[src/hdl/assert_macros.svh]
// ----------------------------------------------------------------------------
// Assertion macros
// Shared concurrent assertion wrappers for the wheel speed mixer.
// ----------------------------------------------------------------------------
`ifndef ASSERT_MACROS_SVH
`define ASSERT_MACROS_SVH

// Check a property on every clock edge outside reset.
`define DD_ASSERT(lbl, prop, msg) \
  lbl: assert property (@(posedge clk_i) disable iff (!rst_ni) (prop)) else $error(msg);

// Check a property on every clock edge, reset included.
`define DD_ASSERT_ALWAYS(lbl, prop, msg) \
  lbl: assert property (@(posedge clk_i) (prop)) else $error(msg);

`endif

[src/hdl/ddwsm_pkg.sv]
`timescale 1ns / 1ps
// ----------------------------------------------------------------------------
// ddwsm_pkg
// Widths, reset values, register codes and pipeline payload types.
// ----------------------------------------------------------------------------
package ddwsm_pkg;

  localparam int CmdFracBits = 14;
  localparam int CmdW        = 16;
  localparam int ClampW      = CmdFracBits + 1;
  localparam int ScaleFrac   = 16;

  localparam int MaxLinW    = 16;
  localparam int MaxAngW    = 24;
  localparam int HalfTrackW = 16;
  localparam int InvRadW    = 24;
  localparam int DeadbandW  = 15;
  localparam int DampW      = 16;

  localparam int CfgIdxW  = 3;
  localparam int CfgDataW = 24;

  localparam int RateW = 24;

  localparam int DampProdW = CmdW + DampW;
  localparam int LinProdW  = CmdFracBits + MaxLinW;
  localparam int AngProdW  = CmdFracBits + MaxAngW;
  localparam int VMagW     = MaxLinW;
  localparam int WMagW     = MaxAngW;
  localparam int OffsProdW = WMagW + HalfTrackW;
  localparam int OffsW     = WMagW;
  localparam int WheelW    = OffsW + 2;
  localparam int WheelMagW = OffsW + 1;
  localparam int NumW      = WheelMagW + MaxLinW;
  localparam int QuoW      = MaxLinW;
  localparam int DivisorW  = WheelMagW + 1;
  localparam int DivW      = NumW + 1;
  localparam int RateProdW = QuoW + InvRadW;

  localparam logic [CmdW-1:0]      CmdOne  = CmdW'(1) << CmdFracBits;
  localparam logic [DampProdW-1:0] DampRnd = DampProdW'(1) << (ScaleFrac - 1);
  localparam logic [LinProdW-1:0]  LinRnd  = LinProdW'(1) << (CmdFracBits - 1);
  localparam logic [AngProdW-1:0]  AngRnd  = AngProdW'(1) << (CmdFracBits - 1);
  localparam logic [OffsProdW-1:0] OffsRnd = OffsProdW'(1) << (ScaleFrac - 1);
  localparam logic [RateProdW-1:0] RateRnd = RateProdW'(1) << (ScaleFrac - 1);

  localparam logic [RateW-1:0] RatePosMax = {1'b0, {(RateW - 1){1'b1}}};
  localparam logic [RateW-1:0] RateNegMin = {1'b1, {(RateW - 1){1'b0}}};

  localparam logic [MaxLinW-1:0]    MaxLinRst    = 16'd23724;
  localparam logic [MaxAngW-1:0]    MaxAngRst    = 24'd237240;
  localparam logic [HalfTrackW-1:0] HalfTrackRst = 16'd6554;
  localparam logic [InvRadW-1:0]    InvRadRst    = 24'd1894102;
  localparam logic [DeadbandW-1:0]  DeadbandRst  = 15'd164;
  localparam logic [DampW-1:0]      DampRst      = 16'd52429;

  localparam logic [CfgIdxW-1:0] CfgMaxLinSpeed = 3'd0;
  localparam logic [CfgIdxW-1:0] CfgMaxAngSpeed = 3'd1;
  localparam logic [CfgIdxW-1:0] CfgHalfTrack   = 3'd2;
  localparam logic [CfgIdxW-1:0] CfgInvRadius   = 3'd3;
  localparam logic [CfgIdxW-1:0] CfgDeadband    = 3'd4;
  localparam logic [CfgIdxW-1:0] CfgDamping     = 3'd5;

  typedef struct packed {
    logic [MaxLinW-1:0]    max_linear_speed;
    logic [MaxAngW-1:0]    max_angular_speed;
    logic [HalfTrackW-1:0] half_track_width;
    logic [InvRadW-1:0]    inverse_wheel_radius;
    logic [DeadbandW-1:0]  spin_deadband;
    logic [DampW-1:0]      spin_damping;
  } cfg_t;

  // Scaled commands before rounding.
  typedef struct packed {
    logic                lin_neg;
    logic                ang_neg;
    logic [LinProdW-1:0] lin_prod;
    logic [AngProdW-1:0] ang_prod;
  } scaled_t;

  // Wheel speeds with limiter numerators.
  typedef struct packed {
    logic                 limited;
    logic                 right_neg;
    logic                 left_neg;
    logic [WheelMagW-1:0] mx;
    logic [NumW-1:0]      right_num;
    logic [NumW-1:0]      left_num;
    logic [QuoW-1:0]      right_mag;
    logic [QuoW-1:0]      left_mag;
  } wheel_t;

  // Final wheel linear speed magnitudes.
  typedef struct packed {
    logic            limited;
    logic            right_neg;
    logic            left_neg;
    logic [QuoW-1:0] right_mag;
    logic [QuoW-1:0] left_mag;
  } lim_t;

endpackage

[src/hdl/ddwsm_rate.sv]
`timescale 1ns / 1ps
// ----------------------------------------------------------------------------
// ddwsm_rate
// Wheel angular rate: inverse radius product, rounding, saturation, output.
// ----------------------------------------------------------------------------
module ddwsm_rate (
  input  logic                        clk_i,
  input  logic                        rst_ni,
  input  ddwsm_pkg::cfg_t             cfg_i,
  input  logic                        vld_i,
  output logic                        rdy_o,
  input  ddwsm_pkg::lim_t             lim_i,
  output logic                        vld_o,
  input  logic                        rdy_i,
  output logic [ddwsm_pkg::RateW-1:0] left_rate_o,
  output logic [ddwsm_pkg::RateW-1:0] right_rate_o,
  output logic                        limited_o
);

  logic en1, en2;
  logic s1_vld_q, s2_vld_q;

  logic [ddwsm_pkg::RateProdW-1:0] prod_r, prod_l;
  logic                            s1_lim_q, s1_rneg_q, s1_lneg_q;
  logic [ddwsm_pkg::RateProdW-1:0] s1_prod_r_q, s1_prod_l_q;

  logic [ddwsm_pkg::RateProdW-1:0] sum_r, sum_l;
  logic [ddwsm_pkg::RateW-1:0]     mag_r, mag_l, rate_r, rate_l;
  logic [ddwsm_pkg::RateW-1:0]     s2_left_q, s2_right_q;
  logic                            s2_lim_q;

  assign en2   = !s2_vld_q || rdy_i;
  assign en1   = !s1_vld_q || en2;
  assign rdy_o = en1;
  assign vld_o = s2_vld_q;

  always_ff @(posedge clk_i or negedge rst_ni) begin
    if (!rst_ni) begin
      s1_vld_q <= 1'b0;
      s2_vld_q <= 1'b0;
    end else begin
      if (en1) s1_vld_q <= vld_i;
      if (en2) s2_vld_q <= s1_vld_q;
    end
  end

  always_comb begin
    prod_r = {{(ddwsm_pkg::RateProdW - ddwsm_pkg::QuoW){1'b0}}, lim_i.right_mag} *
             {{(ddwsm_pkg::RateProdW - ddwsm_pkg::InvRadW){1'b0}}, cfg_i.inverse_wheel_radius};
    prod_l = {{(ddwsm_pkg::RateProdW - ddwsm_pkg::QuoW){1'b0}}, lim_i.left_mag} *
             {{(ddwsm_pkg::RateProdW - ddwsm_pkg::InvRadW){1'b0}}, cfg_i.inverse_wheel_radius};
  end

  always_comb begin
    sum_r = s1_prod_r_q + ddwsm_pkg::RateRnd;
    sum_l = s1_prod_l_q + ddwsm_pkg::RateRnd;
    mag_r = sum_r[ddwsm_pkg::ScaleFrac +: ddwsm_pkg::RateW];
    mag_l = sum_l[ddwsm_pkg::ScaleFrac +: ddwsm_pkg::RateW];
    // saturate on the magnitude, the negative side reaches one step further
    if (s1_rneg_q) begin
      rate_r = (mag_r > ddwsm_pkg::RateNegMin) ? ddwsm_pkg::RateNegMin : (~mag_r + 1'b1);
    end else begin
      rate_r = (mag_r > ddwsm_pkg::RatePosMax) ? ddwsm_pkg::RatePosMax : mag_r;
    end
    if (s1_lneg_q) begin
      rate_l = (mag_l > ddwsm_pkg::RateNegMin) ? ddwsm_pkg::RateNegMin : (~mag_l + 1'b1);
    end else begin
      rate_l = (mag_l > ddwsm_pkg::RatePosMax) ? ddwsm_pkg::RatePosMax : mag_l;
    end
  end

  always_ff @(posedge clk_i) begin
    if (en1 && vld_i) begin
      s1_lim_q    <= lim_i.limited;
      s1_rneg_q   <= lim_i.right_neg;
      s1_lneg_q   <= lim_i.left_neg;
      s1_prod_r_q <= prod_r;
      s1_prod_l_q <= prod_l;
    end
    if (en2 && s1_vld_q) begin
      s2_lim_q   <= s1_lim_q;
      s2_right_q <= rate_r;
      s2_left_q  <= rate_l;
    end
  end

  assign left_rate_o  = s2_left_q;
  assign right_rate_o = s2_right_q;
  assign limited_o    = s2_lim_q;

endmodule

[config.mk]
export PLATFORM = sky130hd
export DESIGN_NAME = ddwsm_rate
export DESIGN_NICKNAME = d
export VERILOG_FILES = /design/src/hdl/assert_macros.svh /design/src/hdl/ddwsm_pkg.sv /design/src/hdl/ddwsm_rate.sv
export SDC_FILE = /design/constraint.sdc
export NUM_CORES = 2
export LEC_CHECK = 0
export BUFFER_PORTS_ARGS = -buffer_cell sky130_fd_sc_hd__buf_4
export CAP_MARGIN = 25
export CORE_MARGIN = 2
export CORE_UTILIZATION = 30
export DETAILED_ROUTE_END_ITERATION = 10
export GPL_TIMING_DRIVEN = 0
export PLACE_DENSITY = 0.55
export SYNTH_ARGS = -nofsm -noshare
export SYNTH_HDL_FRONTEND = slang
export SYNTH_SLANG_ARGS = --single-unit
[constraint.sdc]
create_clock -name clk_i -period 2.7 [get_ports clk_i]
set_input_delay 0.135 -clock clk_i [delete_from_list [all_inputs] [get_ports clk_i]]
set_output_delay 0.135 -clock clk_i [all_outputs]
set_load 0.02 [all_outputs]
**Word-level counts from Yosys, hierarchy flattened**

Cells that the tools add are included.

- Add/sub/neg operators: 4
- Multiply operators: 2
- Order comparisons: 4
- Multiplexer cells: 6
- Bitwise logic cells: 2
- Reductions and logical operators: 6

Operators by type and width:

| cell | count |
|---|---|
| $mux W24 | 6 |
| $add A40 B16 Y40 const B | 2 |
| $mul A16 B24 Y40 | 2 |
| $add A24 B1 Y24 const B | 2 |
| $gt A24 B23 Y1 const B | 2 |
| $gt A24 B24 Y1 const B | 2 |
| $not A24 Y24 | 2 |
| $logic_and A1 B1 Y1 | 2 |
| $logic_not A1 Y1 | 2 |
| $logic_or A1 B1 Y1 | 2 |

- Flip-flop bits (word level): 134
- Input port bits: 150
- Output and inout bits: 51
- Logic and storage cells: 34

**Logic depth before layout (Yosys ltp)**

- Word-level depth: 5
- Gate-level depth with buffers: 25
- Mapped depth without buffers: 24

**Worst setup path after synthesis**

OpenSTA, ideal clock, no wires.

- Path type: input -> register
- Start point: in cfg_i[50] (netlist name)
- End point: reg s1_prod_r_q[33] (netlist name), data pin
- Library setup time: 0.258 ns
- Data arrival time: 5.725 ns
- Data required time: 2.442 ns
- Path slack: -3.283 ns
- Stages: 22
- Path buffers: 1
- Cell sequence: clkbuf_1 -> nand2_1 -> fa_1 -> fa_1 -> fa_1 -> inv_1 -> fa_1 -> fa_1 -> inv_1 -> fa_1 -> inv_1 -> ha_1 -> a21o_1 -> a21o_1 -> a21o_1 -> a221o_1 -> a31oi_1 -> o21ai_0 -> a21oi_1 -> o21bai_1 -> a21oi_1 -> xnor2_1

- Longest elaborated chain between the ends: 1

RTL lines:

| what | line | text |
|---|---|---|
| start, declared | ddwsm_rate.sv:9 | `input ddwsm_pkg::cfg_t cfg_i,` |
| $mul A16 B24 Y40 | ddwsm_rate.sv:48 | `prod_r = {{(ddwsm_pkg::RateProdW - ddwsm_pkg::QuoW){1'b0}}, lim_i.right_mag} *` |
| net prod_r, one bit | ddwsm_rate.sv:23 | `logic [ddwsm_pkg::RateProdW-1:0] prod_r, prod_l;` |
| end signal, assigned | ddwsm_rate.sv:77 | `s1_prod_r_q <= prod_r;` |
| end, declared | ddwsm_rate.sv:25 | `logic [ddwsm_pkg::RateProdW-1:0] s1_prod_r_q, s1_prod_l_q;` |

The timed path passes the listed nets, and every way through them passes these cells.
A chain may end at the register's enable or synchronous reset.

**Worst setup path after layout**

- Start point: in lim_i[26] (netlist name)
- End point: reg s1_prod_r_q[39] (netlist name), data pin

- Longest elaborated chain between the ends: 1

RTL lines:

| what | line | text |
|---|---|---|
| start, declared | ddwsm_rate.sv:12 | `input ddwsm_pkg::lim_t lim_i,` |
| $mul A16 B24 Y40 | ddwsm_rate.sv:48 |  |
| net prod_r, one bit | ddwsm_rate.sv:23 |  |

The timed path passes the listed nets, and every way through them passes these cells.

==> run metrics <==
kind of critical path input port to flop; area fraction of the dominant cell type after synthesis 41.1%; Initial Util 30.3%; fin. max-slew vios 0; row count 115; DR vias 24300; violated checks negative setup slack; status complete, but fails checks; Synth cell types 72; die height 319 um; crit path cell chain buf_8 > clkbuf_16 > nand2_2 > fa_1 > inv_1 > fa_1 > fa_1 > fa_1 > fa_1 > inv_1 > fa_1 > inv_2 > ha_4 > a21o_1 > a21o_1 > a21o_1 > a221o_1 > a31oi_4 > o21a_1 > o21ai_2 > o21a_1 > nor2_2 > xnor2_1; Clock Skews 0.0163 ns; Crit-path slowest cell fa_1; number of synthesized register bits 104; Synth Flop Type edfxtp_1; FF-to-FF path depth 14; Worst EP arrival 5.77 ns; clock sinks 104; count of final setup violators 95; Reg2Reg Launch Point s1_prod_r_q[15]; Via density 4.89; Finished Layout Cells 4972; f_max 178 MHz; GRT Util Overall 17.9%; grt ovf 0; initial antenna violation count 5; crit share post-route 208%; unrepaired setup endpoints after global routing true; area growth from synthesis to layout 29.4%; Post-synth EDFFs 102; Avg WL per Cell 18.8 um; Pre-antenna DRT Iters 5; Slew headroom 44.2%; worst slack, placed -3.89 ns; most frequent CP cell fa_1; die area 102000 um^2; Mapped Cells 3301; Syn Area/Cell 9.01 um^2; # DRC 0; clock buffer depth 2; Detailed Route WL 93300 um; clock root cell clkbuf_16; vias in the first global route 24200; asr flop ratio synth 1.92%; flop-to-flop setup slack -0.52 ns; Synth area leaders fa_1 (41%), edfxtp_1 (10%), ha_1 (9.4%), inv_1 (8.8%), and2_1 (7.0%); dpl hpwl 72800 um; register area share after synthesis 10.5%; layout cells sized above 1 23.3%; Placer Congestion 0.914; crit path launch lim_i[26]; CP max stage delay 0.54 ns; H-tree levels 3; Worst Setup Start Kind input port; Worst Max-Slew Pin Slew 0.837 ns; CTS clk-pin slew, worst paths 0.08 ns; Layout Nets 4663; critical path required time 2.85 ns; clock buffer count from CTS 9; Placed Instances 4702; fin area 38500 um^2; Post-Place Cell Area 33000 um^2; min cycle time layout 5.62 ns; TritonCTS clock tree built; Net Count, Synth 4285; pin count of the biggest net entering global routing 54; latest clock arrival within the worst-skew pair 0.41 ns; CP Capture Type flop; count of final hold-check violations 0; first-pass GRT wire length 139000 um; Worst Slack Setup Final -2.92 ns; Crit Path Max Fanout 6; Post-Syn Area 29700 um^2; Detail Route Antenna Nets 0; Core Footprint 98300 um^2; DRT iter0 DRCs 1771; FF-to-FF End right_rate_o[15]; number of I/O port buffers 113; Synth area leader fa_1; Die W 319 um; Worst Hold Class input port to async pin; max cap viols 0; yosys warns 0; # IOs 201
cell families (layout without fill, tap and decap cells):
| group | after synthesis | count (layout) | share of synthesized area [%] |
|---|---|---|---|
| multiplexers | 8 | 8 | 0.269 |
| adder cells (fa/ha/maj) | 834 | 834 | 50.5 |
| XOR/XNOR | 105 | 106 | 3.12 |
| buffers and inverters | 869 | 1249 | 11.1 |
| AND/OR/NAND/NOR | 1079 | 1080 | 18.0 |
| other | 0 | 2 | 0 |
| flip-flops | 104 | 104 | 10.5 |
| AO/OA/AOI/OAI | 302 | 302 | 6.59 |
sequential cells by signal, summed over array words and instances (netlist names):
name and flops:
left_rate_o 24, limited_o 1, right_rate_o 24, s1_lim_q 1
s1_lneg_q 1, s1_prod_l_q 25, s1_prod_r_q 25, s1_rneg_q 1
s1_vld_q 1, vld_o 1
metrics by stage:
stage | utilization (%) | hold WS [ns] | setup TNS, ns
final | 39.2 | 0.0330 | -140.97
after global routing | 39.2 | 0.0202 | -154.27
after CTS | 35.9 | 0.00383 | -145.14
after detailed placement | 33.6 | -0.0805 | -196.44
after global placement | 33.6 | -0.0797 | -233.97
after floorplan | - | -0.161 | -122.75
critical path: cells and delay by family:
kind                     cells  cell delay [ns]
AND/OR/NAND/NOR              2             0.16
buffers and inverters        5             0.42
AO/OA/AOI/OAI                8             1.65
XOR/XNOR                     1             0.08
adder cells (fa/ha/maj)      7             3.32
cells in the mapped netlist, types with 3 or more instances:
| cell type | count |
|---|---|
| a22oi_1 | 15 |
| o2111ai_1 | 4 |
| nor3_2 | 3 |
| or3_1 | 3 |
| mux2i_1 | 8 |
| buf_1 | 4 |
| a211oi_1 | 10 |
| nor2b_1 | 10 |
| nand2_1 | 500 |
| a311oi_1 | 4 |
| and4_1 | 10 |
| xor2_1 | 38 |
| xnor2_1 | 66 |
| a31oi_1 | 14 |
| a21o_1 | 54 |
| nor2_1 | 74 |
| buf_2 | 12 |
| nand2b_1 | 9 |
| o31ai_1 | 4 |
| o21ai_1 | 9 |
| o211ai_1 | 9 |
| inv_1 | 696 |
| fa_1 | 610 |
| nand3_1 | 51 |
| a41oi_1 | 3 |
| clkbuf_1 | 154 |
| a21boi_0 | 3 |
| o21ai_0 | 52 |
| o21bai_1 | 10 |
| nand4_1 | 22 |
| edfxtp_1 | 102 |
| and2_1 | 331 |
| o21a_1 | 11 |
| a21oi_1 | 79 |
| ha_1 | 224 |
| and3_1 | 30 |
| nor3_1 | 18 |
layout make-up:
type | instances | area (um^2)
Sequential cell | 104 | 3110
Timing Repair Buffer | 370 | 3440
Fill cell | 9784 | 59800
Antenna cell | 2 | 5.00
Clock inverter | 6 | 61.3
Inverter | 696 | 2610
Tap cell | 1287 | 1610
Multi-Input combinational cell | 2330 | 25100
Clock buffer | 9 | 225
Buffer | 168 | 2320
how the worst max path moves through the flow:
stage / endpoint / slack [ns] / cells after the start
after detailed placement: s1_prod_l_q[36] / -3.89 / 22
after global placement: s1_prod_l_q[36] / -3.85 / 24
after global routing: s1_prod_r_q[39] / -3.09 / 23
after floorplan: s1_prod_r_q[33] / -2.92 / 21
final: s1_prod_r_q[39] / -2.92 / 23
after CTS: s1_prod_r_q[39] / -2.94 / 24
metal layers:
layer | up-vias | part of all wire, % | global-route usage (%) | wire [um]
met1 | 12500 | 42 | 24.3 | 38800
met2 | 821 | 48 | 29.9 | 44700
li1 | 10800 | - | - | -
met3 | 164 | 7.3 | 2.49 | 6810
met5 | - | 0.048 | 0 | 45
met4 | 8 | 3.2 | 5.07 | 2950
layout by cell type, fill, tap and decap left out, drive strengths merged, types with 74 or more instances in the layout:
| cell | synthesis | layout |
|---|---|---|
| inv | 696 | 696 |
| nor2 | 74 | 74 |
| buf | 19 | 431 |
| edfxtp | 102 | 102 |
| clkbuf | 154 | 110 |
| a21oi | 80 | 80 |
| and2 | 331 | 332 |
| fa | 610 | 610 |
| ha | 224 | 224 |
| nand2 | 500 | 500 |
timing repair:
action                                  CTS  global route
gates resized for setup                 330           431
setup buffers                            52           197
hold buffers                              6             0
cloned                                    3            10
endpoints found under the setup margin   98            98
endpoints found under the hold margin     7             0
pin swaps                                49           138
Power is not shown: default switching activity piles up to over one toggle a cycle in this logic, so the estimate is an artifact.
