==> src/hdl/assert_macros.svh <==
// ----------------------------------------------------------------------------
// Assertion macros
// Shared concurrent assertion wrappers for the wheel speed mixer.
// ----------------------------------------------------------------------------
`ifndef ASSERT_MACROS_SVH
`define ASSERT_MACROS_SVH

// Check a property on every clock edge outside reset.
`define DD_ASSERT(lbl, prop, msg) \
  lbl: assert property (@(posedge clk_i) disable iff (!rst_ni) (prop)) else $error(msg);

// Check a property on every clock edge, reset included.
`define DD_ASSERT_ALWAYS(lbl, prop, msg) \
  lbl: assert property (@(posedge clk_i) (prop)) else $error(msg);

`endif

==> src/hdl/ddwsm_pkg.sv <==
`timescale 1ns / 1ps
// ----------------------------------------------------------------------------
// ddwsm_pkg
// Widths, reset values, register codes and pipeline payload types.
// ----------------------------------------------------------------------------
package ddwsm_pkg;

  localparam int CmdFracBits = 14;
  localparam int CmdW        = 16;
  localparam int ClampW      = CmdFracBits + 1;
  localparam int ScaleFrac   = 16;

  localparam int MaxLinW    = 16;
  localparam int MaxAngW    = 24;
  localparam int HalfTrackW = 16;
  localparam int InvRadW    = 24;
  localparam int DeadbandW  = 15;
  localparam int DampW      = 16;

  localparam int CfgIdxW  = 3;
  localparam int CfgDataW = 24;

  localparam int RateW = 24;

  localparam int DampProdW = CmdW + DampW;
  localparam int LinProdW  = CmdFracBits + MaxLinW;
  localparam int AngProdW  = CmdFracBits + MaxAngW;
  localparam int VMagW     = MaxLinW;
  localparam int WMagW     = MaxAngW;
  localparam int OffsProdW = WMagW + HalfTrackW;
  localparam int OffsW     = WMagW;
  localparam int WheelW    = OffsW + 2;
  localparam int WheelMagW = OffsW + 1;
  localparam int NumW      = WheelMagW + MaxLinW;
  localparam int QuoW      = MaxLinW;
  localparam int DivisorW  = WheelMagW + 1;
  localparam int DivW      = NumW + 1;
  localparam int RateProdW = QuoW + InvRadW;

  localparam logic [CmdW-1:0]      CmdOne  = CmdW'(1) << CmdFracBits;
  localparam logic [DampProdW-1:0] DampRnd = DampProdW'(1) << (ScaleFrac - 1);
  localparam logic [LinProdW-1:0]  LinRnd  = LinProdW'(1) << (CmdFracBits - 1);
  localparam logic [AngProdW-1:0]  AngRnd  = AngProdW'(1) << (CmdFracBits - 1);
  localparam logic [OffsProdW-1:0] OffsRnd = OffsProdW'(1) << (ScaleFrac - 1);
  localparam logic [RateProdW-1:0] RateRnd = RateProdW'(1) << (ScaleFrac - 1);

  localparam logic [RateW-1:0] RatePosMax = {1'b0, {(RateW - 1){1'b1}}};
  localparam logic [RateW-1:0] RateNegMin = {1'b1, {(RateW - 1){1'b0}}};

  localparam logic [MaxLinW-1:0]    MaxLinRst    = 16'd23724;
  localparam logic [MaxAngW-1:0]    MaxAngRst    = 24'd237240;
  localparam logic [HalfTrackW-1:0] HalfTrackRst = 16'd6554;
  localparam logic [InvRadW-1:0]    InvRadRst    = 24'd1894102;
  localparam logic [DeadbandW-1:0]  DeadbandRst  = 15'd164;
  localparam logic [DampW-1:0]      DampRst      = 16'd52429;

  localparam logic [CfgIdxW-1:0] CfgMaxLinSpeed = 3'd0;
  localparam logic [CfgIdxW-1:0] CfgMaxAngSpeed = 3'd1;
  localparam logic [CfgIdxW-1:0] CfgHalfTrack   = 3'd2;
  localparam logic [CfgIdxW-1:0] CfgInvRadius   = 3'd3;
  localparam logic [CfgIdxW-1:0] CfgDeadband    = 3'd4;
  localparam logic [CfgIdxW-1:0] CfgDamping     = 3'd5;

  typedef struct packed {
    logic [MaxLinW-1:0]    max_linear_speed;
    logic [MaxAngW-1:0]    max_angular_speed;
    logic [HalfTrackW-1:0] half_track_width;
    logic [InvRadW-1:0]    inverse_wheel_radius;
    logic [DeadbandW-1:0]  spin_deadband;
    logic [DampW-1:0]      spin_damping;
  } cfg_t;

  // Scaled commands before rounding.
  typedef struct packed {
    logic                lin_neg;
    logic                ang_neg;
    logic [LinProdW-1:0] lin_prod;
    logic [AngProdW-1:0] ang_prod;
  } scaled_t;

  // Wheel speeds with limiter numerators.
  typedef struct packed {
    logic                 limited;
    logic                 right_neg;
    logic                 left_neg;
    logic [WheelMagW-1:0] mx;
    logic [NumW-1:0]      right_num;
    logic [NumW-1:0]      left_num;
    logic [QuoW-1:0]      right_mag;
    logic [QuoW-1:0]      left_mag;
  } wheel_t;

  // Final wheel linear speed magnitudes.
  typedef struct packed {
    logic            limited;
    logic            right_neg;
    logic            left_neg;
    logic [QuoW-1:0] right_mag;
    logic [QuoW-1:0] left_mag;
  } lim_t;

endpackage

==> src/hdl/ddwsm_div.sv <==
`timescale 1ns / 1ps
`include "assert_macros.svh"
// ----------------------------------------------------------------------------
// ddwsm_div
// Pipelined restoring divider, one quotient bit per stage, two wheel lanes.
// ----------------------------------------------------------------------------
module ddwsm_div (
  input  logic                          clk_i,
  input  logic                          rst_ni,
  input  logic [ddwsm_pkg::MaxLinW-1:0] max_lin_i,
  input  logic                          vld_i,
  output logic                          rdy_o,
  input  ddwsm_pkg::wheel_t             wheel_i,
  output logic                          vld_o,
  input  logic                          rdy_i,
  output ddwsm_pkg::lim_t               lim_o
);

  localparam int Last = ddwsm_pkg::QuoW;

  logic [Last+1:0] en;
  logic [Last:0]   vld_q;
  logic [Last:0]   lim_q, rneg_q, lneg_q;

  logic [ddwsm_pkg::DivisorW-1:0] rem_r_q [Last+1];
  logic [ddwsm_pkg::DivisorW-1:0] rem_l_q [Last+1];
  logic [ddwsm_pkg::DivisorW-1:0] e_q     [Last+1];
  logic [ddwsm_pkg::QuoW-1:0]     low_r_q [Last+1];
  logic [ddwsm_pkg::QuoW-1:0]     low_l_q [Last+1];
  logic [ddwsm_pkg::QuoW-1:0]     q_r_q   [Last+1];
  logic [ddwsm_pkg::QuoW-1:0]     q_l_q   [Last+1];
  logic [ddwsm_pkg::QuoW-1:0]     mag_r_q [Last+1];
  logic [ddwsm_pkg::QuoW-1:0]     mag_l_q [Last+1];

  logic [ddwsm_pkg::DivW-1:0] d_r, d_l;

  assign en[Last+1] = rdy_i;
  for (genvar k = 0; k <= Last; k++) begin : g_en
    assign en[k] = !vld_q[k] || en[k+1];
  end
  assign rdy_o = en[0];
  assign vld_o = vld_q[Last];

  always_ff @(posedge clk_i or negedge rst_ni) begin
    if (!rst_ni) begin
      vld_q <= '0;
    end else begin
      if (en[0]) vld_q[0] <= vld_i;
      for (int k = 1; k <= Last; k++) begin
        if (en[k]) vld_q[k] <= vld_q[k-1];
      end
    end
  end

  // round(num / mx) as floor((2 num + mx) / (2 mx))
  always_comb begin
    d_r = {wheel_i.right_num, 1'b0} +
          {{(ddwsm_pkg::DivW - ddwsm_pkg::WheelMagW){1'b0}}, wheel_i.mx};
    d_l = {wheel_i.left_num, 1'b0} +
          {{(ddwsm_pkg::DivW - ddwsm_pkg::WheelMagW){1'b0}}, wheel_i.mx};
  end

  always_ff @(posedge clk_i) begin
    if (en[0] && vld_i) begin
      lim_q[0]   <= wheel_i.limited;
      rneg_q[0]  <= wheel_i.right_neg;
      lneg_q[0]  <= wheel_i.left_neg;
      e_q[0]     <= {wheel_i.mx, 1'b0};
      rem_r_q[0] <= d_r[ddwsm_pkg::DivW-1 -: ddwsm_pkg::DivisorW];
      rem_l_q[0] <= d_l[ddwsm_pkg::DivW-1 -: ddwsm_pkg::DivisorW];
      low_r_q[0] <= d_r[ddwsm_pkg::QuoW-1:0];
      low_l_q[0] <= d_l[ddwsm_pkg::QuoW-1:0];
      q_r_q[0]   <= '0;
      q_l_q[0]   <= '0;
      mag_r_q[0] <= wheel_i.right_mag;
      mag_l_q[0] <= wheel_i.left_mag;
    end
  end

  for (genvar k = 1; k <= Last; k++) begin : g_step
    logic [ddwsm_pkg::DivisorW:0] t_r, t_l, e_x, sub_r, sub_l;
    logic                         ge_r, ge_l;

    always_comb begin
      // bring down the next dividend bit and try a subtract
      t_r   = {rem_r_q[k-1], low_r_q[k-1][ddwsm_pkg::QuoW-1]};
      t_l   = {rem_l_q[k-1], low_l_q[k-1][ddwsm_pkg::QuoW-1]};
      e_x   = {1'b0, e_q[k-1]};
      ge_r  = t_r >= e_x;
      ge_l  = t_l >= e_x;
      sub_r = t_r - e_x;
      sub_l = t_l - e_x;
    end

    always_ff @(posedge clk_i) begin
      if (en[k] && vld_q[k-1]) begin
        lim_q[k]   <= lim_q[k-1];
        rneg_q[k]  <= rneg_q[k-1];
        lneg_q[k]  <= lneg_q[k-1];
        e_q[k]     <= e_q[k-1];
        rem_r_q[k] <= ge_r ? sub_r[ddwsm_pkg::DivisorW-1:0] : t_r[ddwsm_pkg::DivisorW-1:0];
        rem_l_q[k] <= ge_l ? sub_l[ddwsm_pkg::DivisorW-1:0] : t_l[ddwsm_pkg::DivisorW-1:0];
        low_r_q[k] <= {low_r_q[k-1][ddwsm_pkg::QuoW-2:0], 1'b0};
        low_l_q[k] <= {low_l_q[k-1][ddwsm_pkg::QuoW-2:0], 1'b0};
        q_r_q[k]   <= {q_r_q[k-1][ddwsm_pkg::QuoW-2:0], ge_r};
        q_l_q[k]   <= {q_l_q[k-1][ddwsm_pkg::QuoW-2:0], ge_l};
        mag_r_q[k] <= mag_r_q[k-1];
        mag_l_q[k] <= mag_l_q[k-1];
      end
    end
  end

  always_comb begin
    lim_o.limited   = lim_q[Last];
    lim_o.right_neg = rneg_q[Last];
    lim_o.left_neg  = lneg_q[Last];
    lim_o.right_mag = lim_q[Last] ? q_r_q[Last] : mag_r_q[Last];
    lim_o.left_mag  = lim_q[Last] ? q_l_q[Last] : mag_l_q[Last];
  end

  `DD_ASSERT(a_div_rem_bound, (vld_q[Last] && lim_q[Last]) |-> ((rem_r_q[Last] < e_q[Last]) && (rem_l_q[Last] < e_q[Last])), "divider remainder out of range")
  `DD_ASSERT(a_div_peak_at_limit, (vld_q[Last] && lim_q[Last]) |-> ((q_r_q[Last] == max_lin_i) || (q_l_q[Last] == max_lin_i)), "larger limited wheel not at speed limit")

endmodule

==> config.mk <==
export PLATFORM = sky130hd
export DESIGN_NAME = ddwsm_div
export DESIGN_NICKNAME = d
export VERILOG_FILES = /design/src/hdl/ddwsm_pkg.sv /design/src/hdl/ddwsm_div.sv
export VERILOG_INCLUDE_DIRS = /design/src /design/src/hdl
export SDC_FILE = /design/constraint.sdc
export NUM_CORES = 2
export LEC_CHECK = 0
export BUFFER_PORTS_ARGS = -buffer_cell sky130_fd_sc_hd__buf_2
export CAP_MARGIN = 20
export CORE_MARGIN = 2
export CORE_UTILIZATION = 55
export DETAILED_ROUTE_END_ITERATION = 10
export GPL_TIMING_DRIVEN = 1
export PLACE_DENSITY_LB_ADDON = 0.1
export SYNTH_ARGS = -nofsm -noshare
export SYNTH_HDL_FRONTEND = slang
export SYNTH_SLANG_ARGS = --single-unit
==> constraint.sdc <==
create_clock -name clk_i -period 13.3 [get_ports clk_i]
set_clock_uncertainty 0.2 [all_clocks]
set_input_delay 1.995 -clock clk_i [delete_from_list [all_inputs] [get_ports clk_i]]
set_output_delay 1.995 -clock clk_i [all_outputs]
set_load 0.005 [all_outputs]
* Yosys cells after proc, flatten, opt, wreduce, memory -nomap -nowiden
Memory sizes are Yosys's and may differ from the RTL's. Index checks and enable logic that the tools add are counted.
Cells by class: reductions and logical operators 51, order comparisons 32, divide/modulo/power cells 0, shift operators 0, add/subtract/negate cells 34, bitwise operators 0, multiply operators 0, equality and inequality tests 0, multiplexer cells 68
Operators by type and width (number):
- greater-or-equal comparator 27 x 26 -> 1 bit | 32
- 2-to-1 mux 26 bit | 32
- subtractor 26 bit | 32
- adder 42 x 25 -> 42 bit | 2
- 2-to-1 mux 1 bit | 34
- 2-to-1 mux 16 bit | 2
- logical AND 1 bit | 17
- logical NOT 1 bit | 17
- logical OR 1 bit | 17
Word-level totals: output and inout port bits 37, bits in writable memories 2958, memories kept 9, memory bits (read-only) 0, bits of input ports 162, bits in latches 0, word-level logic and storage cells 262, register bits 68
Memories:
- e_q | depth 17, bits a word 26, read ports 16, clocked after memory_dff 0, wr ports 17, RTL line ddwsm_div.sv:27 | logic [ddwsm_pkg::DivisorW-1:0] e_q [Last+1];
- rem_l_q | depth 17, bits a word 26, read ports 16, clocked after memory_dff 0, wr ports 17, RTL line ddwsm_div.sv:26 | logic [ddwsm_pkg::DivisorW-1:0] rem_l_q [Last+1];
- rem_r_q | depth 17, bits a word 26, read ports 16, clocked after memory_dff 0, wr ports 17, RTL line ddwsm_div.sv:25 | logic [ddwsm_pkg::DivisorW-1:0] rem_r_q [Last+1];
- low_l_q | depth 17, bits a word 16, read ports 16, clocked after memory_dff 0, wr ports 17, RTL line ddwsm_div.sv:29 | logic [ddwsm_pkg::QuoW-1:0] low_l_q [Last+1];
- low_r_q | depth 17, bits a word 16, read ports 16, clocked after memory_dff 0, wr ports 17, RTL line ddwsm_div.sv:28 | logic [ddwsm_pkg::QuoW-1:0] low_r_q [Last+1];
- mag_l_q | depth 17, bits a word 16, read ports 17, clocked after memory_dff 0, wr ports 17, RTL line ddwsm_div.sv:33 | logic [ddwsm_pkg::QuoW-1:0] mag_l_q [Last+1];
- +3 memories

* Logic depth before layout (Yosys ltp)
depth in word-level cells 21, mapped depth 15, gate-level depth less buffers 13

* Worst setup path after synthesis
OpenSTA, ideal clock, no wires.
path type input-to-reg, start input rdy_i, end memory e_q[0][132] (netlist name) (enable), data arrival time 12.930 ns, slack -0.691 ns, cell stages on the path 7, setup time 0.861 ns, cells stage by stage nor2b_1 -> nand3_1 -> nor2_1 -> and2_1 -> nand3_1 -> nor2_1 -> a21boi_0
RTL lines:
- start, declared | RTL line ddwsm_div.sv:15 | input logic rdy_i,
- end, declared | RTL line ddwsm_div.sv:27

* Worst setup path in the final report
start input rdy_i, end output rdy_o
On the way: word-level cells in the longest chain between the ends 17
RTL lines:
- logical OR 1 bit (17 in series) | RTL line ddwsm_div.sv:39 | assign en[k] = !vld_q[k] || en[k+1];
- end, declared | RTL line ddwsm_div.sv:12 | output logic rdy_o,
Every way passes these cells.

==> impl_metrics.ini <==
[outcome]
outcome = finished, final reports clean

[power_and_ir_drop]
switching_power_mw = 12.66
power_density_nw_per_um2 = 249.4
p_int_mw = 21.08
comb_power_share = 0.424
power_frac_clock = 0.205
pwr-share-seq = 0.370
leakage_nw = 53.09
sw_frac_of_total = 0.3752
ir_drop_uv = 138.2

[placement]
gp_congestion = 0.9743
portBuffers = 182
dpl.hpwl_mm = 257.7
pre_cts_slack_ns = 6.445

[floorplanning]
die_area_um2 = 226200
rows = 173
die_x_um = 475.6
core_area_um2 = 221700
start_util = 0.5518
io_pins = 199
die_h_um = 475.6

[clocking]
cts_setup_buffers = 0
cts_root_buffer = clkbuf_16
clk-insertion-delay-late_ns = 0.91
cts_resized = 0
cts_hold_buf = 0
cts.clk_slew.worst_paths_ns = 0.06
clk_path_buf_depth = 3
cts_sinks = 2356
cts_max_level = 4
cts_tree = done
cts_buffers = 241

[worst_setup_path]
path_max_fanout = 6
path_depth = 10
timing.rr.start = low_r_q[0][34]
critPathCapture = rdy_o
r2r_cells = 12
reg2reg_to = rem_r_q[0][87]
critical_path.max_stage_delay_ns = 0.63
cp_slowest_cell = nor3_1
cpMostUsedCell = nand3_1
cp_top_family = simple AND/OR/NAND/NOR gates
critPathKind = in2out
critPathRequiredTime_ns = 11.10
crit_path_start = rdy_i
critPathBufInv = 2
cp.arrival_ns = 4.68
end_kind = primary output
path_cells = buf_2 > nor2b_1 > nand3_1 > nor2_1 > and2_1 > nand3_1 > nor3_1 > and3_1 > nand3_1 > buf_2
regToRegSetupSlack_ns = 8.48
start_kind = primary input

[worst_hold_path]
hold_class = reg2reg

[grt]
antenna_found_initial = 25
grt_max_degree = 120
grt_pass1_vias = 75800
overflow = 0
grt_usage = 0.2872
grt_pass1_wl_mm = 480.8

[timing]
final_hold_viol_count = 0
finalSetupTns_ns = 0
period_share = 0.5172
slew_headroom = 0.2728
rsz0062_at_grt = no
slew_violations = 0
fin_crit_ns = 6.879
clock.fmax_mhz = 145.4
worst_pin_slew_ns = 1.084
setup_ws_ns = 6.421
setup_viol = 0

[routing]
drtIter0Drc = 7916
vias = 79720
ant_nets = 0
vias_per_cell = 5.977
drt_wl_total_mm = 329.3
drc = 0
post_drt_wl_per_cell_um = 24.69
drt-pass1-iter-count = 6

[synthesis]
synth_top_area_frac = 0.5743
yosysTopAreaCell = edfxtp_1
syn_area_per_cell_um2 = 12.46
seq_area_frac_synth = 0.5778
postSynth.asyncResetShare = 0.007216
synthDistinctLibCells = 95
synth_cells = 9813
synth_edf_count = 2339
synth_ff_type = edfxtp_1
ys_seq_elements = 2356
netlist_top_cells_area = edfxtp_1, ha_1, mux2_2
synth_area_um2 = 122300
yosysWarningCount = 0
synthesis.nets = 10850

[finish]
drive_gt1_frac = 0.1136
final_common_cell = edfxtp_1
nFillCells = 17560
final_cell_mix = edfxtp_1, ha_1, inv_1
syn_to_final_growth_pct = 10.61
final_nets = 11190

[job]
cap_viol_max_count = 0
cell type report:
type | count | area [um^2] | area share
clock buffers | 277 | 6187 | 0.04574
multi-input cells | 6586 | 48470 | 0.3583
clock inverters | 170 | 2023 | 0.01496
diodes | 11 | 27.53 | 0.0002035
well taps | 2975 | 3722 | 0.02752
inverters | 711 | 2669 | 0.01973
flip-flops and latches | 2356 | 70660 | 0.5223
repair buffers | 252 | 1514 | 0.01119
cell families (layout without fill, tap and decap cells):
group | Yosys count | count (layout) | share of synthesized area
AOI/OAI and AO/OA | 2392 | 2392 | 0.1273
DFF | 2356 | 2356 | 0.5778
and+or+nand+nor | 2254 | 2254 | 0.08974
adders and majority gates | 878 | 878 | 0.09179
buffers and inverters | 871 | 1410 | 0.02740
xor gates and xnor gates | 576 | 576 | 0.04125
muxes | 486 | 486 | 0.04477
other | 0 | 11 | 0
layer usage:
metal	track usage	part of all wire	wire, um
met5	0	0.000039	13
met4	0.09519	0.035	11670
met3	0.04674	0.065	21570
met2	0.4483	0.45	148600
met1	0.4103	0.45	147400
flip-flops by register name (all words and copies together), names as in the netlist:
name	flops
lim_o	3
rneg_q	16
q_l_q	136
lneg_q	16
vld_q	17
low_l_q	123
mag_l_q	272
q_r_q	136
rem_l_q	416
e_q	385
lim_q	16
rem_r_q	416
low_r_q	132
mag_r_q	272
synthesized netlist by cell type (153+ instances only):
cell      count
a21o_1      301
a21oi_1     627
edfxtp_1   2339
ha_1        846
inv_1       708
mux2_2      424
nand2_1     627
nand3_1     156
nor2_1      517
nor3_1      216
o21a_1      153
o21ai_0     544
xnor2_1     386
xor2_1      190
power by group through the flow:
stage / clock network, mW / registers, mW / logic (mW)
after floorplan: 0 / 11.8 / 10.5
after global placement: 0 / 12.6 / 13.8
after detailed placement: 0 / 12.6 / 14.0
after CTS: 7.07 / 12.5 / 14.1
after global routing: 7.36 / 12.6 / 15.8
final: 6.92 / 12.5 / 14.3
how the worst min path moves through the flow:
stage                    start              end  cells after the start
2_1_floorplan       lneg_q[15]        lim_o[32]                      0
3_3_place_gp   mag_r_q[0][176]  mag_r_q[0][192]                      0
3_5_place_dp         lneg_q[6]        lneg_q[7]                      0
4_1_cts         low_r_q[0][59]   low_r_q[0][76]                      0
5_1_grt           q_r_q[1][82]     q_r_q[1][99]                      0
6_report        low_r_q[0][59]   low_r_q[0][76]                      0
per-stage QoR:
step	cell area [um^2]	power, mW	hold slack, ns	utilization	cells
after floorplan	122300	22.28	0.2003	-	9813
after global placement	126900	26.41	0.2003	0.5727	12870
after detailed placement	127000	26.65	0.2045	0.5730	12880
after CTS	135200	33.72	0.1737	0.6100	13320
after global routing	135300	35.74	0.1887	0.6102	13330
final	135300	33.74	0.1723	0.6103	13340
(Power assumes the default switching activity.)
