==> config.mk <==
export PLATFORM = sky130hd
export DESIGN_NAME = ddwsm_mix
export DESIGN_NICKNAME = d
export VERILOG_FILES = /design/src/hdl/assert_macros.svh /design/src/hdl/ddwsm_pkg.sv /design/src/hdl/ddwsm_mix.sv
export SDC_FILE = /design/constraint.sdc
export NUM_CORES = 2
export LEC_CHECK = 0
export ABC_AREA = 1
export BUFFER_PORTS_ARGS = -buffer_cell sky130_fd_sc_hd__buf_2
export CAP_MARGIN = 15
export CORE_MARGIN = 8
export CORE_UTILIZATION = 57
export DETAILED_ROUTE_END_ITERATION = 7
export MAX_ROUTING_LAYER = met4
export PLACE_DENSITY_LB_ADDON = 0.1
export SYNTH_ARGS = -nofsm -noshare
export SYNTH_HDL_FRONTEND = slang
export SYNTH_SLANG_ARGS = --single-unit
==> constraint.sdc <==
create_clock -name clk_i -period 9 [get_ports clk_i]
set_input_delay 0.45 -clock clk_i [delete_from_list [all_inputs] [get_ports clk_i]]
set_output_delay 0.45 -clock clk_i [all_outputs]
set_load 0.01 [all_outputs]
==> src/hdl/assert_macros.svh <==
// ----------------------------------------------------------------------------
// Assertion macros
// Shared concurrent assertion wrappers for the wheel speed mixer.
// ----------------------------------------------------------------------------
`ifndef ASSERT_MACROS_SVH
`define ASSERT_MACROS_SVH

// Check a property on every clock edge outside reset.
`define DD_ASSERT(lbl, prop, msg) \
  lbl: assert property (@(posedge clk_i) disable iff (!rst_ni) (prop)) else $error(msg);

// Check a property on every clock edge, reset included.
`define DD_ASSERT_ALWAYS(lbl, prop, msg) \
  lbl: assert property (@(posedge clk_i) (prop)) else $error(msg);

`endif

==> src/hdl/ddwsm_pkg.sv <==
`timescale 1ns / 1ps
// ----------------------------------------------------------------------------
// ddwsm_pkg
// Widths, reset values, register codes and pipeline payload types.
// ----------------------------------------------------------------------------
package ddwsm_pkg;

  localparam int CmdFracBits = 14;
  localparam int CmdW        = 16;
  localparam int ClampW      = CmdFracBits + 1;
  localparam int ScaleFrac   = 16;

  localparam int MaxLinW    = 16;
  localparam int MaxAngW    = 24;
  localparam int HalfTrackW = 16;
  localparam int InvRadW    = 24;
  localparam int DeadbandW  = 15;
  localparam int DampW      = 16;

  localparam int CfgIdxW  = 3;
  localparam int CfgDataW = 24;

  localparam int RateW = 24;

  localparam int DampProdW = CmdW + DampW;
  localparam int LinProdW  = CmdFracBits + MaxLinW;
  localparam int AngProdW  = CmdFracBits + MaxAngW;
  localparam int VMagW     = MaxLinW;
  localparam int WMagW     = MaxAngW;
  localparam int OffsProdW = WMagW + HalfTrackW;
  localparam int OffsW     = WMagW;
  localparam int WheelW    = OffsW + 2;
  localparam int WheelMagW = OffsW + 1;
  localparam int NumW      = WheelMagW + MaxLinW;
  localparam int QuoW      = MaxLinW;
  localparam int DivisorW  = WheelMagW + 1;
  localparam int DivW      = NumW + 1;
  localparam int RateProdW = QuoW + InvRadW;

  localparam logic [CmdW-1:0]      CmdOne  = CmdW'(1) << CmdFracBits;
  localparam logic [DampProdW-1:0] DampRnd = DampProdW'(1) << (ScaleFrac - 1);
  localparam logic [LinProdW-1:0]  LinRnd  = LinProdW'(1) << (CmdFracBits - 1);
  localparam logic [AngProdW-1:0]  AngRnd  = AngProdW'(1) << (CmdFracBits - 1);
  localparam logic [OffsProdW-1:0] OffsRnd = OffsProdW'(1) << (ScaleFrac - 1);
  localparam logic [RateProdW-1:0] RateRnd = RateProdW'(1) << (ScaleFrac - 1);

  localparam logic [RateW-1:0] RatePosMax = {1'b0, {(RateW - 1){1'b1}}};
  localparam logic [RateW-1:0] RateNegMin = {1'b1, {(RateW - 1){1'b0}}};

  localparam logic [MaxLinW-1:0]    MaxLinRst    = 16'd23724;
  localparam logic [MaxAngW-1:0]    MaxAngRst    = 24'd237240;
  localparam logic [HalfTrackW-1:0] HalfTrackRst = 16'd6554;
  localparam logic [InvRadW-1:0]    InvRadRst    = 24'd1894102;
  localparam logic [DeadbandW-1:0]  DeadbandRst  = 15'd164;
  localparam logic [DampW-1:0]      DampRst      = 16'd52429;

  localparam logic [CfgIdxW-1:0] CfgMaxLinSpeed = 3'd0;
  localparam logic [CfgIdxW-1:0] CfgMaxAngSpeed = 3'd1;
  localparam logic [CfgIdxW-1:0] CfgHalfTrack   = 3'd2;
  localparam logic [CfgIdxW-1:0] CfgInvRadius   = 3'd3;
  localparam logic [CfgIdxW-1:0] CfgDeadband    = 3'd4;
  localparam logic [CfgIdxW-1:0] CfgDamping     = 3'd5;

  typedef struct packed {
    logic [MaxLinW-1:0]    max_linear_speed;
    logic [MaxAngW-1:0]    max_angular_speed;
    logic [HalfTrackW-1:0] half_track_width;
    logic [InvRadW-1:0]    inverse_wheel_radius;
    logic [DeadbandW-1:0]  spin_deadband;
    logic [DampW-1:0]      spin_damping;
  } cfg_t;

  // Scaled commands before rounding.
  typedef struct packed {
    logic                lin_neg;
    logic                ang_neg;
    logic [LinProdW-1:0] lin_prod;
    logic [AngProdW-1:0] ang_prod;
  } scaled_t;

  // Wheel speeds with limiter numerators.
  typedef struct packed {
    logic                 limited;
    logic                 right_neg;
    logic                 left_neg;
    logic [WheelMagW-1:0] mx;
    logic [NumW-1:0]      right_num;
    logic [NumW-1:0]      left_num;
    logic [QuoW-1:0]      right_mag;
    logic [QuoW-1:0]      left_mag;
  } wheel_t;

  // Final wheel linear speed magnitudes.
  typedef struct packed {
    logic            limited;
    logic            right_neg;
    logic            left_neg;
    logic [QuoW-1:0] right_mag;
    logic [QuoW-1:0] left_mag;
  } lim_t;

endpackage

==> src/hdl/ddwsm_mix.sv <==
`timescale 1ns / 1ps
// ----------------------------------------------------------------------------
// ddwsm_mix
// Wheel mixing: track offset, right and left speeds, limiter check.
// ----------------------------------------------------------------------------
module ddwsm_mix (
  input  logic               clk_i,
  input  logic               rst_ni,
  input  ddwsm_pkg::cfg_t    cfg_i,
  input  logic               vld_i,
  output logic               rdy_o,
  input  ddwsm_pkg::scaled_t scaled_i,
  output logic               vld_o,
  input  logic               rdy_i,
  output ddwsm_pkg::wheel_t  wheel_o
);

  logic en4, en5, en6;
  logic s4_vld_q, s5_vld_q, s6_vld_q;

  // stage 4
  logic [ddwsm_pkg::LinProdW-1:0]  lin_sum;
  logic [ddwsm_pkg::AngProdW-1:0]  ang_sum;
  logic [ddwsm_pkg::WMagW-1:0]     w_mag;
  logic [ddwsm_pkg::OffsProdW-1:0] offs_prod;
  logic                            s4_lin_neg_q, s4_ang_neg_q;
  logic [ddwsm_pkg::VMagW-1:0]     s4_v_q;
  logic [ddwsm_pkg::OffsProdW-1:0] s4_offs_q;

  // stage 5
  logic [ddwsm_pkg::OffsProdW-1:0] offs_sum;
  logic [ddwsm_pkg::WheelW-1:0]    v_ext, o_ext, v_sgn, o_sgn;
  logic [ddwsm_pkg::WheelW-1:0]    s5_right_q, s5_left_q;

  // stage 6
  logic                            right_neg, left_neg, limited;
  logic [ddwsm_pkg::WheelW-1:0]    right_abs, left_abs;
  logic [ddwsm_pkg::WheelMagW-1:0] right_mag, left_mag, mx;
  logic [ddwsm_pkg::NumW-1:0]      right_num, left_num;
  ddwsm_pkg::wheel_t               s6_q;

  assign en6   = !s6_vld_q || rdy_i;
  assign en5   = !s5_vld_q || en6;
  assign en4   = !s4_vld_q || en5;
  assign rdy_o = en4;
  assign vld_o = s6_vld_q;

  always_ff @(posedge clk_i or negedge rst_ni) begin
    if (!rst_ni) begin
      s4_vld_q <= 1'b0;
      s5_vld_q <= 1'b0;
      s6_vld_q <= 1'b0;
    end else begin
      if (en4) s4_vld_q <= vld_i;
      if (en5) s5_vld_q <= s4_vld_q;
      if (en6) s6_vld_q <= s5_vld_q;
    end
  end

  always_comb begin
    lin_sum   = scaled_i.lin_prod + ddwsm_pkg::LinRnd;
    ang_sum   = scaled_i.ang_prod + ddwsm_pkg::AngRnd;
    w_mag     = ang_sum[ddwsm_pkg::CmdFracBits +: ddwsm_pkg::WMagW];
    offs_prod = {{(ddwsm_pkg::OffsProdW - ddwsm_pkg::WMagW){1'b0}}, w_mag} *
                {{(ddwsm_pkg::OffsProdW - ddwsm_pkg::HalfTrackW){1'b0}},
                 cfg_i.half_track_width};
  end

  always_comb begin
    offs_sum = s4_offs_q + ddwsm_pkg::OffsRnd;
    v_ext    = {{(ddwsm_pkg::WheelW - ddwsm_pkg::VMagW){1'b0}}, s4_v_q};
    o_ext    = {{(ddwsm_pkg::WheelW - ddwsm_pkg::OffsW){1'b0}},
                offs_sum[ddwsm_pkg::ScaleFrac +: ddwsm_pkg::OffsW]};
    v_sgn    = s4_lin_neg_q ? (~v_ext + 1'b1) : v_ext;
    o_sgn    = s4_ang_neg_q ? (~o_ext + 1'b1) : o_ext;
  end

  always_comb begin
    right_neg = s5_right_q[ddwsm_pkg::WheelW-1];
    left_neg  = s5_left_q[ddwsm_pkg::WheelW-1];
    right_abs = right_neg ? (~s5_right_q + 1'b1) : s5_right_q;
    left_abs  = left_neg ? (~s5_left_q + 1'b1) : s5_left_q;
    right_mag = right_abs[ddwsm_pkg::WheelMagW-1:0];
    left_mag  = left_abs[ddwsm_pkg::WheelMagW-1:0];
    mx        = (right_mag > left_mag) ? right_mag : left_mag;
    limited   = mx > {{(ddwsm_pkg::WheelMagW - ddwsm_pkg::MaxLinW){1'b0}},
                      cfg_i.max_linear_speed};
    right_num = {{(ddwsm_pkg::NumW - ddwsm_pkg::WheelMagW){1'b0}}, right_mag} *
                {{(ddwsm_pkg::NumW - ddwsm_pkg::MaxLinW){1'b0}}, cfg_i.max_linear_speed};
    left_num  = {{(ddwsm_pkg::NumW - ddwsm_pkg::WheelMagW){1'b0}}, left_mag} *
                {{(ddwsm_pkg::NumW - ddwsm_pkg::MaxLinW){1'b0}}, cfg_i.max_linear_speed};
  end

  always_ff @(posedge clk_i) begin
    if (en4 && vld_i) begin
      s4_lin_neg_q <= scaled_i.lin_neg;
      s4_ang_neg_q <= scaled_i.ang_neg;
      s4_v_q       <= lin_sum[ddwsm_pkg::CmdFracBits +: ddwsm_pkg::VMagW];
      s4_offs_q    <= offs_prod;
    end
    if (en5 && s4_vld_q) begin
      s5_right_q <= v_sgn + o_sgn;
      s5_left_q  <= v_sgn - o_sgn;
    end
    if (en6 && s5_vld_q) begin
      s6_q.limited   <= limited;
      s6_q.right_neg <= right_neg;
      s6_q.left_neg  <= left_neg;
      s6_q.mx        <= mx;
      s6_q.right_num <= right_num;
      s6_q.left_num  <= left_num;
      // unlimited wheels never exceed the speed limit width
      s6_q.right_mag <= right_mag[ddwsm_pkg::QuoW-1:0];
      s6_q.left_mag  <= left_mag[ddwsm_pkg::QuoW-1:0];
    end
  end

  assign wheel_o = s6_q;

endmodule

# Yosys cells after proc, flatten, opt, wreduce, memory -nomap -nowiden
# Cells that the tools add are included.
[classes]
muxes = 5
n_addsub = 9
magnitude_cmp = 2
n_mul = 3
n_div = 0
reduce_logical = 9
n_eq_ne = 0
shifts = 0
bitwise = 4
[op_table]
columns = ["cell", "n"]
rows = [
  ["$mul 25x16->41", 2],
  ["$mux 25", 3],
  ["$add 26x1->26 const B", 2],
  ["$mux 26", 2],
  ["$add 25x1->25 const B", 2],
  ["$not 25->25", 2],
  ["$add 40x16->40 const B", 1],
  ["$mul 24x16->40", 1],
  ["$add 38x14->38 const B", 1],
  ["$add 30x14->30 const B", 1],
  ["$add 26x26->26", 1],
  ["$not 16->26", 1],
  ["$not 24->26", 1],
  ["$sub 26x26->26", 1],
  ["$gt 25x16->1", 1],
  ["$gt 25x25->1", 1],
  ["$logic_and 1x1->1", 3],
  ["$logic_not 1->1", 3],
  ["$logic_or 1x1->1", 3],
]
[totals]
mem_count = 0
output_inout_bits = 144
reg_bits = 255
word_cells = 49
rom_bits = 0
mem_bits_rw = 0
latchBits = 0
input_bits = 185

# Longest topological paths before layout
[logic_depth]
ltp_word = 6
mapped_depth = 36
mapped_depth_nobuf = 34

# Least setup slack after synthesis
# Ideal clock, no wire load.
[synth_path]
path_type = "flip-flop to flip-flop"
start = "register s6_vld_q, in the netlist vld_o"
end = "register s6_q (netlist bit wheel_o[100]) (enable)"
required_time_ns = 8.317
setup_time_ns = 0.683
period_less_slack_ns = 7.831
arrival_ns = 7.148
stages_incl_launch_ff = 2
slack_ns = 1.169
n_path_buf = 0
cell_sequence = "dfrtp_1 a21oi_1"
[synth_between]
elab_chain_cells = 3
[synth_lines]
columns = ["item", "line_no", "rtl"]
rows = [
  ["start, declared", "ddwsm_mix.sv:19", "logic s4_vld_q, s5_vld_q, s6_vld_q;"],
  ["start signal, assigned", "ddwsm_mix.sv:56", "if (en6) s6_vld_q <= s5_vld_q;"],
  ["$logic_not 1->1", "ddwsm_mix.sv:42", "assign en6 = !s6_vld_q || rdy_i;"],
  ["$logic_or 1x1->1", "ddwsm_mix.sv:42", ""],
  ["$logic_and 1x1->1", "ddwsm_mix.sv:105", "if (en6 && s5_vld_q) begin"],
  ["end, declared", "ddwsm_mix.sv:40", "ddwsm_pkg::wheel_t s6_q;"],
]
# No other way between the ends.
# A chain may end at the register's enable or synchronous reset.

# Final worst setup path
[layout_path]
start = "register s5_right_q[0] (netlist name)"
end = "register s6_q (netlist bit wheel_o[106]), data pin"
[layout_between]
elab_chain_cells = 4
[layout_lines]
columns = ["item", "line_no", "rtl"]
rows = [
  ["start, declared", "ddwsm_mix.sv:33", "logic [ddwsm_pkg::WheelW-1:0] s5_right_q, s5_left_q;"],
  ["start signal, assigned", "ddwsm_mix.sv:102", "s5_right_q <= v_sgn + o_sgn;"],
  ["$not 25->25", "ddwsm_mix.sv:81", "right_abs = right_neg ? (~s5_right_q + 1'b1) : s5_right_q;"],
  ["$add 25x1->25", "ddwsm_mix.sv:81", ""],
  ["$mux 25 (*)", "ddwsm_mix.sv:81", ""],
  ["$mul 25x16->41 (*)", "ddwsm_mix.sv:88", "right_num = {{(ddwsm_pkg::NumW - ddwsm_pkg::WheelMagW){1'b0}}, right_mag} *"],
  ["named net right_num (one bit)", "ddwsm_mix.sv:39", "logic [ddwsm_pkg::NumW-1:0] right_num, left_num;"],
]
# The timed path passes the listed nets; every way through them passes the cells marked *.

==> metrics.md <==
| Metric | Value |
|---|---|
| Clock Path Buffers | `3` |
| GRT Util Overall | `0.327` |
| Sequential share of the synthesized area | `0.132` |
| CP max-delay cell | `fa_1` |
| Core Area | `93200 um2` |
| DR pass1 iterations | `6` |
| Distinct cell type count after synthesis | `just under 60` |
| Slew Limit Headroom | `0.228` |
| EDFF count, synth | `233` |
| Syn Area/Cell | `7.98 um2` |
| Fmax | `between 100 and 150 MHz` |
| Placed cell areas | `56000 um2` |
| Commonest non-fill, non-tap cells in the layout | `inv_1, nand2_1, fa_1, nor2_1, ha_1` |
| Area Overhead vs Synth | `6.24%` |
| Initial antenna violation count | `2` |
| Vias in the first global route | `~47000` |
| Mapped Cells | `6709` |
| Slew @ Worst Pin | `1150 ps` |
| Hpwl dp | `132000 um` |
| RSZ-0062 raised after global routing | `no` |
| Routed len/inst | `between 20 and 25 um` |
| Prevailing post-synth register cell | `edfxtp_1` |
| Ratio of cells with drive above 1 in the final layout | `0.0637` |
| Critical path's top delay family | `adder cells` |
| Worst-path fanout max | `14` |
| Net Count, Synth | `8274` |
| Register bit total from synthesis | `236` |
| First-pass GRT wire length | `255000 um` |
| Synth warnings | `0` |
| DR iter-0 viols | `3786` |
| Clk_lat worst skew | `630 ps` |
| Status | `completed` |
| Tcrit/Tclk final | `0.898` |
| Setup TNS | `0 ps` |
| Routed vias/inst | `5.52` |
| Max-Cap Viols | `0` |
| CP max stage delay | `roughly 540 ps` |
| Port-buffer cells | `223` |
| DRC viols | `0` |
| H-Tree Depth | `1` |
| Tmin final | `8080 ps` |
| Synth Area in Compound Gates | `0.0535` |
| DRT antenna net count | `0` |
| CP arrival | `between 8000 and 9000 ps` |
| CTS tree | `done` |
| Initial Util | `0.575` |
| Multiplexer area fraction after synthesis | `0` |
| Nets | `8408` |
| Largest family of logic cells by synthesized area | `adder cells` |
| Max Transition Viols Final | `0` |
| WS Path Type | `reg -> reg` |
| Adder-cell area share of the yosys netlist | `0.455` |
| Chip Height | `about 320 um` |
| Final estimated routing congestion in global placement | `0.967` |
| Final Skew | `roughly 18 ps` |
| Post-Synth XOR/XNOR Area | `0.0342` |
| Fin area | `56900 um2` |
| Final WL | `approximately 160000 um` |
| I/O pin cnt | `329` |
| Full die area | `around 100000 um2` |
| Synthesized area | `53600 um2` |
| Worst Setup End Kind | `flip-flop` |
| Most common cell after layout, fill and taps aside | `inv_1` |
| Post-cts sizing count | `0` |
| TritonCTS Sinks | `approximately 240` |
| Worst-path clk slew | `60 ps` |
| Filler instances | `8614` |
| Buf+Inv Stages, Crit Path | `8` |
| Min-delay worst type | `in -> reg` |
| Final Util | `0.611` |
| Category of the worst setup path launch point | `flip-flop` |
| Die W | `323 um` |
| Grt ovf | `0` |
| Num CTS Buffers | `28` |
| Root Buffer | `clkbuf_16` |
| CP required | `~9400 ps` |
| Setup violations, final | `0` |
| Via Count | `about 45000` |
| Largest net degree at the start of global routing | `70` |
| Synth async-reset ratio | `0.0127` |
| Core Rows | `112` |
| Final hold violations | `0` |
| Post-Synth Simple-Gate Area | `0.201` |
-- cells by family (layout without fill, tap and decap cells) --
family,Yosys count,in the layout
other,0,3
XOR/XNOR,202,202
adder cells (fa/ha/maj),1380,1380
AO/OA/AOI/OAI,505,505
buffers and inverters,1752,1907
flip-flops,236,236
AND/OR/NAND/NOR,2634,2634
-- through the flow --
step	worst slack, ps	instances	hold slack [ps]
after CTS	997	8118	4.88
after global routing	392	8120	62.5
after floorplan	1170	6709	154
final	919	8121	54.2
after detailed placement	1010	8064	251
after global placement	1070	8064	248
-- path summary, 6_finish.rpt --
path	from	to	slack, ps	cells past startpoint
max in group asynchronous	rst_ni	s4_vld_q	8740	2
setup reg to reg	s5_right_q[0]	wheel_o[106]	920	33
min in group asynchronous	rst_ni	vld_o	160	2
setup / recovery	s5_right_q[0]	wheel_o[106]	920	33
hold reg to reg	s5_vld_q	vld_o	510	2
hold / removal	vld_i	s4_vld_q	50	3
-- metal layers --
metal	GRT usage	share of wire	wire, um	up-vias
li1	-	-	-	20400
met1	0.394	0.38	62300	21900
met2	0.534	0.47	77400	1972
met3	0.0600	0.090	14700	510
met4	0.154	0.056	9080	0
met5	-	0	0	-
-- synthesized netlist by cell type, types with 4 or more instances --
master | number | area (um2)
nor2_2 | 6 | 37.5
nand3b_1 | 15 | 113
clkbuf_1 | 165 | 619
a21o_1 | 31 | 233
o21bai_1 | 30 | 225
ha_1 | 433 | 5420
o21ai_1 | 9 | 45.0
a21oi_1 | 188 | 941
nand2_4 | 4 | 45.0
buf_2 | 17 | 85.1
nand3_1 | 178 | 891
or2_2 | 23 | 144
clkinv_1 | 24 | 90.1
buf_6 | 4 | 45.0
a31oi_1 | 48 | 300
o21a_1 | 6 | 45.0
xnor2_1 | 33 | 289
xor2_1 | 164 | 1440
nand3_2 | 6 | 60.1
nand4_1 | 47 | 294
o31ai_1 | 5 | 37.5
nand2_2 | 23 | 144
a211oi_1 | 4 | 30.0
nor4_1 | 19 | 119
o221ai_1 | 6 | 52.6
o211ai_1 | 12 | 90.1
fa_1 | 947 | 19000
nor2_1 | 810 | 3040
inv_2 | 15 | 56.3
nor3_1 | 39 | 195
nor2_4 | 6 | 67.6
o21ai_0 | 154 | 771
nand2_1 | 1439 | 5400
inv_1 | 1521 | 5710
a21boi_0 | 8 | 60.1
edfxtp_1 | 233 | 7000
-- layout make-up --
cell class,instances,area (um2),share of cell area
antenna,3,7.51,0.000132
clock buffer,33,719,0.0126
clock inverter,18,148,0.00260
inverter,1560,5860,0.103
multi-input combinational,4721,39900,0.700
sequential,236,7070,0.124
tap,1254,1570,0.0276
timing repair buffer,296,1670,0.0294
-- worst reg2reg max path, delay by kind of cell (launching register included) --
family          cells  cell delay, ps
compound gates      6            1310
fa+ha+maj           8            3530
buf+inv             8            1090
flops               1             410
simple gates       11            1490
-- repair_timing --
action                                 in CTS  in global routing
endpoints found under the hold margin       5                  0
hold buffers                                3                  0
buffers inserted                            0                  0
-- flip-flops by register name, summed over array words and instances, names as in the netlist --
signal	flops
s5_vld_q	1
s4_ang_neg_q	1
s4_vld_q	1
vld_o	1
s4_offs_q	25
s4_lin_neg_q	1
wheel_o	139
s5_left_q	25
s5_right_q	26
s4_v_q	16
Power is not shown: default switching activity piles up to over one toggle a cycle in this logic, so the estimate is an artifact.
